<file path="config.mk">
export PLATFORM = sky130hd
export DESIGN_NAME = fcst_cell
export DESIGN_NICKNAME = d
export VERILOG_FILES = /design/src/design/fcst_pkg.sv /design/src/design/fcst_cell.sv
export SDC_FILE = /design/constraint.sdc
export NUM_CORES = 1
export LEC_CHECK = 0
export BUFFER_PORTS_ARGS = -buffer_cell sky130_fd_sc_hd__buf_2
export CAP_MARGIN = 10
export CORE_AREA = 4 4 87 89
export DETAILED_ROUTE_END_ITERATION = 10
export DIE_AREA = 0 0 91 93
export PLACE_DENSITY = 0.89
export RECOVER_POWER = 50
export SETUP_SLACK_MARGIN = 0.15
export SYNTH_ARGS = -nofsm -noshare
export SYNTH_HDL_FRONTEND = slang
export SYNTH_SLANG_ARGS = --single-unit
</file>
<file path="constraint.sdc">
create_clock -name i_clk -period 6.7 [get_ports i_clk]
set_input_delay 2.01 -clock i_clk [delete_from_list [all_inputs] [get_ports i_clk]]
set_output_delay 2.01 -clock i_clk [all_outputs]
set_load 0.02 [all_outputs]
</file>
<file path="src/design/fcst_pkg.sv">
// Package for the fixed capacity set table: command and status codes,
// the token that travels down the cell chain and the cell write request.
// No dependencies.
package fcst_pkg;

    // Widest slot index over the supported capacity range (up to 1024 slots)
    localparam int SLOT_W_MAX = 10;
    localparam int KEY_W      = 32;
    localparam int CMD_W      = 2;
    localparam int STATUS_W   = 2;
    localparam int SLOT_W     = 7;
    localparam int OCC_W      = 8;

    typedef enum logic [CMD_W-1:0] {
        CMD_QUERY  = 2'd0,
        CMD_INSERT = 2'd1,
        CMD_REMOVE = 2'd2,
        CMD_ALT_Q  = 2'd3
    } t_cmd;

    typedef enum logic [STATUS_W-1:0] {
        ST_DONE    = 2'd0,
        ST_PRESENT = 2'd1,
        ST_ABSENT  = 2'd2,
        ST_FULL    = 2'd3
    } t_status;

    // Search token: one per item, moves one cell per cycle
    typedef struct packed {
        logic                  vld;
        logic                  hit;
        logic [SLOT_W_MAX-1:0] slot;
        logic [KEY_W-1:0]      last_key;
    } t_token;

    // Write request broadcast to all cells
    typedef struct packed {
        logic                  en;
        logic [SLOT_W_MAX-1:0] slot;
        logic [KEY_W-1:0]      data;
    } t_wr;

endpackage

</file>
<file path="src/design/fcst_cell.sv">
// One slot of the set table: holds a key, compares it against the search key
// as the token passes, and takes broadcast writes. Depends on fcst_pkg.
module fcst_cell #(
    parameter int INDEX = 0,
    parameter int CW    = 8
) (
    input  logic                          i_clk,
    input  logic                          i_rst_n,
    input  logic [fcst_pkg::KEY_W-1:0]    i_qkey,
    input  logic [CW-1:0]                 i_count,
    input  fcst_pkg::t_token              i_tok,
    input  fcst_pkg::t_wr                 i_wr,
    output fcst_pkg::t_token              o_tok
);

    localparam logic [CW-1:0]                   IDX_C   = CW'(INDEX);
    localparam logic [CW-1:0]                   IDX_P1  = CW'(INDEX + 1);
    localparam logic [fcst_pkg::SLOT_W_MAX-1:0] IDX_S   = fcst_pkg::SLOT_W_MAX'(INDEX);

    logic [fcst_pkg::KEY_W-1:0] r_key;
    fcst_pkg::t_token           r_tok;
    fcst_pkg::t_token           n_tok;
    logic                       w_match;

    // Slot is live only below the fill count
    assign w_match = (IDX_C < i_count) && (r_key == i_qkey);

    // Token update: first hit wins, last live entry is picked up on the way
    always_comb begin
        n_tok = i_tok;
        if (!i_tok.hit && w_match) begin
            n_tok.hit  = 1'b1;
            n_tok.slot = IDX_S;
        end
        if (IDX_P1 == i_count) begin
            n_tok.last_key = r_key;
        end
    end

    // Key storage, no reset
    always_ff @(posedge i_clk) begin
        if (i_wr.en && (i_wr.slot == IDX_S)) begin
            r_key <= i_wr.data;
        end
    end

    // Token stage
    always_ff @(posedge i_clk) begin
        if (!i_rst_n) begin
            r_tok.vld <= 1'b0;
        end else begin
            r_tok.vld <= i_tok.vld;
        end
        r_tok.hit      <= n_tok.hit;
        r_tok.slot     <= n_tok.slot;
        r_tok.last_key <= n_tok.last_key;
    end

    assign o_tok = r_tok;

endmodule

</file>
# ---- Word-level counts from Yosys, hierarchy flattened
# Cells that the tools add are included.
dict set report word_totals {
  out_inout_bits 44
  reg_bits 76
  elab_cells 14
  in_bits 129
}
dict set report classes {
  reduce_logical 5
  n_eq_ne 2
  mux 1
  magnitude_cmp 1
}
# operator count
set ops {}
lappend ops {{$eq 32x32->1} 1}
lappend ops {{$mux 32} 1}
lappend ops {{$logic_not 10->1} 1}
lappend ops {{$eq 1x8->1 const A} 1}
lappend ops {{$lt 1x8->1 const A} 1}
lappend ops {{$logic_and 1x1->1} 3}
lappend ops {{$logic_not 1->1} 1}

# ---- Longest topological paths before layout
# Gate-level depths: netlist of the first run.
dict set report depth {
  ltp_word 3
  depth_mapped 5
}

# ---- Worst setup path before layout of the first run
# OpenSTA, ideal clock, no wires.
dict set report synth_path {
  path_type {input to register}
  start {input i_wr[34] (netlist bit)}
  end {register r_key[0] (netlist bit) (enable)}
  n_path_buf 0
  cell_stages 3
  setup_time_ns 0.505
  t_required_ns 6.195
  t_arrival_ns 5.431
  path_slack_ns 0.765
  cell_sequence {nor4b_1 -> nand2_1 -> nor4_1}
}
dict set report synth_via {
  elab_chain_cells 2
}
# element line_no
set synth_lines {}
lappend synth_lines {{start, declared} fcst_cell.sv:12} ;# input fcst_pkg::t_wr i_wr,
lappend synth_lines {{$logic_not 10->1} fcst_cell.sv:42} ;# if (i_wr.en && (i_wr.slot == IDX_S)) begin
lappend synth_lines {{$logic_and 1x1->1} fcst_cell.sv:42}
lappend synth_lines {{end signal, assigned} fcst_cell.sv:43} ;# r_key <= i_wr.data;
lappend synth_lines {{end, declared} fcst_cell.sv:20} ;# logic [fcst_pkg::KEY_W-1:0] r_key;
# No other way between the ends.
# A chain may end at the register's enable or synchronous reset.

==> results of run 1 <==
layer usage:
layer | up-vias | GRT usage (%)
met1 | 963 | 16.4
li1 | 1028 | -
met2 | 111 | 29.9
met4 | 0 | 7.91
met5 | - | 0
met3 | 12 | 6.19
logic make-up (layout without fill, tap and decap cells):
| family | Yosys count | after routing | share of synthesized area (%) |
|---|---|---|---|
| flops | 76 | 76 | 64.0 |
| xor+xnor | 32 | 32 | 9.73 |
| mux | 32 | 32 | 16.4 |
| simple gates | 21 | 21 | 4.52 |
| buf+inv | 16 | 200 | 2.87 |
| compound gates | 11 | 11 | 2.48 |
cell usage in the layout (no fill, tap or decap), drive strengths merged:
cell type  count
clkinv         1
nor4b          1
or3            1
clkbuf        55
nor2           1
nand4          7
nand2          2
nor3           2
xor2           1
and2           1
nand3          1
mux2          32
edfxtp        32
buf          131
dfxtp         44
a31oi         10
a31o           1
xnor2         31
nor4           4
or4            1
inv           13
registers in the layout, indices dropped and copies added (netlist names):
signal	flops
o_tok	44
r_key	32
worst min path at each step:
stage / depth (start not counted) / startpoint / slack (ns) / endpoint
after detailed placement: 1 / r_key[7]$_DFFE_PP_ / 0.52 / o_tok[7]$_DFF_P_
after CTS: 1 / r_key[9]$_DFFE_PP_ / 0.53 / o_tok[9]$_DFF_P_
after global routing: 1 / r_key[9]$_DFFE_PP_ / 0.54 / o_tok[9]$_DFF_P_
after global placement: 1 / r_key[31]$_DFFE_PP_ / 0.51 / o_tok[31]$_DFF_P_
after floorplan: 1 / r_key[30]$_DFFE_PP_ / 0.50 / o_tok[30]$_DFF_P_
final: 1 / r_key[9]$_DFFE_PP_ / 0.53 / o_tok[9]$_DFF_P_
layout make-up:
type	instances	area (µm²)	share of cell area (%)
multi-input cells	96	973	24.4
inverters	10	37.5	0.942
repair buffers	174	822	20.6
flip-flops and latches	76	1840	46.2
clock inverters	4	23.8	0.596
well taps	80	100	2.51
clock buffers	12	188	4.71
through the flow:
stage	instance area, µm²	hold slack [ns]	instances
finish	3990	0.525	452
global route	3990	0.535	452
CTS	4040	0.528	452
detailed placement	3830	0.515	436
global placement	3830	0.508	436
floorplan	2880	0.500	188
power by group:
group / switching, mW / internal, mW
clock: 0.167 / 0.190
sequential: 0.00370 / 0.496
combinational: 0.0449 / 0.0532
worst max-delay path, stage by stage:
cell	delay, ns
buf_2	0.10
or4_4	0.52
nor2_1	0.14
nand2_2	0.62
mux2_4	0.54
==> results.yml, run 1 <==
synth:
  syn_nets: 317
  synth_edf_count: 32
  yosys.area.top_type: "edfxtp_1"
  yosys.cell_count.top_type: "dfxtp_1"
  yosysUniqueCellTypes: 22
  ys_seq_area_share_pct: 64.0
  synth_commonest_cells: "44 x dfxtp_1, 32 x edfxtp_1, 31 x xnor2_1, 30 x mux2_4"
  synthCells: 188
  synth_area_leaders: "edfxtp_1 33%, dfxtp_1 31%, mux2_4 16%, xnor2_1 9.4%, a31oi_1 2.2%"
  async_flop_share_pct: 0
  ys_ff_latch: 76
  synth_area_um2: 2880
  syn_area_per_cell_um2: 15.3
  yosysWarnings: 0
  synth_ff_type: "dfxtp_1"
  synth_top_area_share_pct: 33.4
power_and_ir_drop:
  power_mw: 0.954
  cellLeakagePower_nw: 1.79
  irDropWorstVdd_v: 0.000127
  p_per_area_nw_per_um2: 239
route:
  drt_iter0_markers: 38
  routed-wl-met3_um: 630
  vias_per_cell: 4.68
  routed_wl_um: 6870
  drt-met1-wl_um: 2500
  antenna_left: 0
  wl_per_cell_um: 15.2
  drc: 0
  dr_wl_met2_um: 3600
  drtPass1Iterations: 4
  route.vias.total: 2114
  highest_layer: "met4"
critical_path:
  crit_end: "o_tok[10]$_DFF_P_"
  r2r-start: "r_key[1]$_DFFE_PP_"
  rr_endpoint: "o_tok[38]$_SDFF_PP0_"
  critPathRequiredTime_ns: 6.92
  endpoint_kind: "flop"
  crit_arrival_ns: 3.93
  start_kind: "primary input"
  crit_start: "i_count[6]"
  critPathKind: "primary input to flop"
  reg2regPathDepth: 4
  crit_fanout: 32
  r2r_slack_ns: 4.72
timing:
  min_period_ns: 3.71
  hold_viol_final: 0
  tightestPinTransition_ns: 1.10
  setup_viol: 0
  period_share_pct: 55.4
  slew_viol_final: 0
  rsz0062_at_grt: "no"
  fin_tns_setup_ns: 0
  fin_skew_ns: 0.00617
  fmaxAchievable_mhz: 269
  slew_headroom_pct: 26.4
  setup_slack_ns: 2.99
finish:
  diodes: 0
  fin_nets: 496
  final_util_pct: 59.0
  drive_above_1_share_pct: 49.7
  areaGrowthSynthToFinish_pct: 38.5
  fill_cells: 605
grt:
  antenna_found_initial: 0
  gr-total-overflow: 0
  grt_pass1_vias: 2330
  grt_pass1_wl_um: 10500
  grt_use_total_pct: 16.4
  grt_max_degree: 33
clock_tree:
  cts.sinks: 76
  htreeDepth: 3
  cts_resized: 0
  clk_latency_ns: 0.34
  clk_path_buf_depth: 2
  path_clk_slew_ns: 0.08
  cts_root_buffer: "clkbuf_8"
  cts_made_buffers: 9
  cts_tree: "built"
  post-cts-setup-buffers: 0
  hold_buffers: 0
floorplanning:
  fp.dieH_um: 93
  die_w_um: 91
  rows: 30
  die-area_um2: 8460
  floorplan.initialDensity_pct: 42.6
  pin_count: 173
  core_area_um2: 6760
placed_design:
  port_buffers: 172
  dp_slack_ns: 2.61
  dpl.hpwl_um: 5470
  place.gp.congestion: 0.717
hold_path:
  min_path_type: "flop to flop"
outcome:
  outcome: "completed"
run:
  maxCapViolCount: 0
(Power assumes the default switching activity.)
==> run 2: changes to the inputs <==
==> constraint.sdc (replaced) <==
create_clock -name i_clk -period 3.8 [get_ports i_clk]
set_input_delay 1.14 -clock i_clk [delete_from_list [all_inputs] [get_ports i_clk]]
set_output_delay 1.14 -clock i_clk [all_outputs]
set_load 0.02 [all_outputs]
==> run 2 against run 1 <==
Effect of this change: critical endpoint is now o_tok[0]$_DFF_P_; routed wire length shrank 1.6%; clock skew grew 0.0021 ns; via count shrank 2.5%; first-iteration DRC count grew 13%; non-clock buffer count grew 3; sequential cell count is the same; critical path type unchanged; global-route usage shrank 0.53 points.
==> results.yml, run 2 (same netlist as run 1, synthesis figures left out) <==
power_and_ir_drop:
  internal_power_mw: 1.26
  p_per_area_nw_per_um2: 408
  irDropWorstVdd_v: 0.000231
  power_frac_seq_pct: 54.1
  combinationalPowerShare_pct: 10.7
  clock_power_share_pct: 35.3
  cellLeakagePower_nw: 1.80
  switching_share_pct: 22.4
  p_switching_mw: 0.365
hold_path:
  holdPathEnd: "o_tok[22]$_DFF_P_"
  min_path_type: "flop to flop"
  whs_path_depth: 1
  hp-start: "r_key[22]$_DFFE_PP_"
grt:
  grt_use_total_pct: 15.9
  antenna_found_initial: 0
  grt_pass1_vias: 2266
  grt_max_degree: 23
  grt_pass1_wl_um: 10300
  gr-total-overflow: 0
critical_path:
  r2r-start: "r_key[10]$_DFFE_PP_"
  critPathKind: "primary input to flop"
  start_kind: "primary input"
  crit_slowest_cell: "or4_4"
  crit_fanout: 22
  reg2regPathDepth: 4
  cpPeakStageDelay_ns: 0.52
  cp_cell_sequence: "buf_2 -> or4_4 -> nor2_1 -> nand2_2 -> buf_4 -> mux2_4"
  critical-path-top-delay-family: "simple AND/OR/NAND/NOR gates"
  crit_arrival_ns: 2.87
  endpoint_kind: "flop"
  critPathRequiredTime_ns: 4.02
  crit_start: "i_count[6]"
  cp_num_buf_inv: 2
  rr_endpoint: "o_tok[41]$_SDFF_PP0_"
  r2r_slack_ns: 1.92
clock_tree:
  path_clk_slew_ns: 0.07
  hold_buffers: 0
  htreeDepth: 3
  cts_resized: 0
  cts_tree: "built"
  clk_path_buf_depth: 2
  cts_made_buffers: 9
  cts_root_buffer: "clkbuf_8"
  post-cts-setup-buffers: 0
  clk_latency_ns: 0.33
  cts.sinks: 76
floorplanning:
  core_area_um2: 6760
  die_w_um: 91
  fp.dieH_um: 93
  die-area_um2: 8460
  pin_count: 173
  rows: 30
  floorplan.initialDensity_pct: 42.6
timing:
  slew_headroom_pct: 39.5
  setup_viol: 0
  min_period_ns: 2.65
  tightestPinTransition_ns: 0.900
  hold_viol_final: 0
  setup_slack_ns: 1.15
  fmaxAchievable_mhz: 377
  slew_viol_final: 0
  fin_skew_ns: 0.00823
  period_share_pct: 69.8
  rsz0062_at_grt: "no"
  fin_tns_setup_ns: 0
finish:
  fin_nets: 499
  fill_cells: 583
  final_util_pct: 59.1
  drive_above_1_share_pct: 49.6
  instances_no_fill: 455
  largest_reg_flops: 44
  mostFrequentLayoutCells: "129 x buf_2, 45 x clkbuf_1, 44 x dfxtp_1"
  final_common_cell: "buf_2"
  diodes: 0
  areaGrowthSynthToFinish_pct: 38.7
placed_design:
  port_buffers: 172
  dp_slack_ns: 0.802
  place.gp.congestion: 0.714
  dp_cells: 439
  dpl.hpwl_um: 5450
outcome:
  outcome: "completed"
route:
  route.vias.total: 2061
  routed_wl_um: 6770
  drt_iter0_markers: 43
  wl_per_cell_um: 14.9
  drtPass1Iterations: 4
  vias_per_cell: 4.53
  antenna_left: 0
  drc: 0
run:
  maxCapViolCount: 0
[run 2: changes by cell type in the layout (fill, tap and decap cells not counted)]
cell / previous run / this run
buf_4: 2 / 5
clkbuf_1: 43 / 45
clkbuf_16: 2 / 1
inv_4: 3 / 2
nor4_2: 3 / 2
nor4_4: 0 / 1
[run 2: area by class of cell]
type                    count  area (µm²)  share of cell area, %
clock inverters             3        17.5                  0.439
repair buffers            177         845                   21.1
multi-input cells          96         982                   24.6
inverters                  10        37.5                  0.940
well taps                  80         100                   2.51
flip-flops and latches     76        1840                   46.1
clock buffers              13         170                   4.26
[run 2: metrics by stage]
| step | cell area, µm² | power [mW] | hold slack (ns) |
|---|---|---|---|
| after floorplan | 2890 | 0.981 | 0.500 |
| after global placement | 3860 | 1.08 | 0.508 |
| after detailed placement | 3860 | 1.08 | 0.515 |
| after CTS | 4050 | 1.65 | 0.528 |
| after global routing | 3990 | 1.71 | 0.552 |
| final | 3990 | 1.63 | 0.526 |
[run 2: how the worst max path moves through the flow]
stage          slack, ns  depth (start not counted)                 end
2_1_floorplan       0.80                          3  r_key[0]$_DFFE_PP_
3_3_place_gp        0.84                          6   o_tok[29]$_DFF_P_
3_5_place_dp        0.80                          6    o_tok[0]$_DFF_P_
4_1_cts             1.16                          6    o_tok[6]$_DFF_P_
5_1_grt             1.08                          6    o_tok[0]$_DFF_P_
6_report            1.15                          6    o_tok[0]$_DFF_P_
[run 2: power by group through the flow]
stage | Sequential, mW | Combinational [mW] | Clock (mW)
2_1_floorplan | 0.932 | 0.0488 | 0
3_3_place_gp | 0.898 | 0.178 | 0
3_5_place_dp | 0.899 | 0.182 | 0
4_1_cts | 0.880 | 0.183 | 0.591
5_1_grt | 0.883 | 0.188 | 0.634
6_report | 0.880 | 0.174 | 0.574
[run 2: worst reg2reg max path, stage by stage, from the launching register on]
cell and delay, ns:
edfxtp_1 0.42, xnor2_1 0.19, nand4_1 0.12, nor4_2 0.82
a31oi_1 0.18
[run 2: per-layer routing]
layer	wire (µm)	GRT usage, %
met4	71	6.66
met2	3460	28.4
met5	0	0
met3	665	6.60
met1	2570	16.3
==> run 3: changes to the inputs <==
==> constraint.sdc (replaced) <==
create_clock -name i_clk -period 2.73 [get_ports i_clk]
set_input_delay 0.819 -clock i_clk [delete_from_list [all_inputs] [get_ports i_clk]]
set_output_delay 0.819 -clock i_clk [all_outputs]
set_load 0.02 [all_outputs]
==> run 3 against run 2 <==
Effect of this change: utilization increased by 1.0 points; sequential power increased by 40%; worst hold slack about the same; clock-buffer cell count decreased by 1; total power increased by 44%; first-iteration DRC count decreased by 16%; sequential share of layout area decreased by 0.80 points; largest cell class unchanged.
==> results.yml, run 3 (same netlist as run 1, synthesis figures left out) <==
outcome:
  outcome: "completed"
timing:
  fin_skew_ns: 0.00911
  setup_slack_ns: 0.770
  fin_tns_setup_ns: 0
  rsz0062_at_grt: "no"
  hold_viol_final: 0
  fmaxAchievable_mhz: 510
  min_period_ns: 1.96
  slew_headroom_pct: 78.5
  slew_viol_final: 0
  period_share_pct: 71.8
  setup_viol: 0
  tightestPinTransition_ns: 0.324
finish:
  mostFrequentLayoutCells: "129 x buf_2, 44 x dfxtp_1, 43 x clkbuf_1"
  final_common_cell: "buf_2"
  drive_above_1_share_pct: 50.7
  final_util_pct: 60.1
  diodes: 0
  multi_input_area_um2: 1000
  largest_reg_flops: 44
  fill_cells: 591
  regArea_um2: 1840
  final_area_um2: 4060
  fin_nets: 499
  areaGrowthSynthToFinish_pct: 41.2
clock_tree:
  post-cts-setup-buffers: 0
  cts.sinks: 76
  clk_latency_ns: 0.34
  path_clk_slew_ns: 0.07
  cts_root_buffer: "clkbuf_8"
  hold_buffers: 0
  cts_resized: 0
  cts_made_buffers: 9
  cts_tree: "built"
  clk_path_buf_depth: 2
  htreeDepth: 3
floorplanning:
  fp.dieH_um: 93
  die_w_um: 91
  die-area_um2: 8460
  core_area_um2: 6760
  floorplan.initialDensity_pct: 42.6
  pin_count: 173
  rows: 30
placed_design:
  dp_slack_ns: 0.410
  placed_cell_area_um2: 3910
  place.gp.congestion: 0.786
  dpl.hpwl_um: 5520
  port_buffers: 172
critical_path:
  cp_cell_sequence: "buf_2 -> or4_4 -> nor2_1 -> nand2_2 -> buf_12 -> mux2_4"
  critPathKind: "primary input to flop"
  critical-path-top-delay-family: "simple AND/OR/NAND/NOR gates"
  crit_slowest_cell: "or4_4"
  endpoint_kind: "flop"
  cp_num_buf_inv: 2
  crit_arrival_ns: 2.19
  cpPeakStageDelay_ns: 0.52
  crit_fanout: 32
  start_kind: "primary input"
  critPathRequiredTime_ns: 2.96
grt:
  antenna_found_initial: 0
  grt_pass1_vias: 2401
  grt_max_degree: 33
  gr-total-overflow: 0
  grt_pass1_wl_um: 10800
  grt_use_total_pct: 16.5
power_and_ir_drop:
  p_per_area_nw_per_um2: 576
  cellLeakagePower_nw: 1.83
  irDropWorstVdd_v: 0.000302
route:
  drc: 0
  drtPass1Iterations: 4
  routed_wl_um: 6850
  antenna_left: 0
  route.vias.total: 2126
  drt_iter0_markers: 36
  wl_per_cell_um: 15.0
  vias_per_cell: 4.67
run:
  maxCapViolCount: 0
hold_path:
  min_path_type: "flop to flop"
-- run 3: cell type report --
cell class | count | share of cell area (%)
Multi-Input combinational cell | 96 | 24.7
Tap cell | 80 | 2.46
Clock buffer | 12 | 4.62
Timing Repair Buffer | 177 | 21.4
Clock inverter | 4 | 0.585
Sequential cell | 76 | 45.3
Inverter | 10 | 0.924
-- run 3: path summary, 6_finish.rpt --
check,from,end,slack [ns],cells after the start
min reg2reg,r_key[3]$_DFFE_PP_,o_tok[3]$_DFF_P_,0.53,1
max reg2reg,r_key[6]$_DFFE_PP_,o_tok[41]$_SDFF_PP0_,1.25,5
max,i_count[6],o_tok[14]$_DFF_P_,0.77,6
min,r_key[3]$_DFFE_PP_,o_tok[3]$_DFF_P_,0.53,1
-- run 3: power by group --
part           total [mW]  switching (mW)  internal, mW
clock network       0.870           0.404         0.466
registers            1.23         0.00926          1.22
logic               0.245           0.113         0.132
total                2.34           0.526          1.81
-- run 3: metal layers --
metal | share of wire (%) | GRT usage, %
met1 | 36 | 16.4
met3 | 9.5 | 5.87
met2 | 52 | 29.7
met5 | 0 | 0
met4 | 3.0 | 9.17
-- run 3: stage by stage --
stage | cells | hold WS [ns] | power (mW)
after floorplan | 188 | 0.500 | 1.37
after global placement | 439 | 0.505 | 1.50
after detailed placement | 439 | 0.514 | 1.51
after CTS | 455 | 0.529 | 2.38
after global routing | 455 | 0.552 | 2.45
final | 455 | 0.526 | 2.34
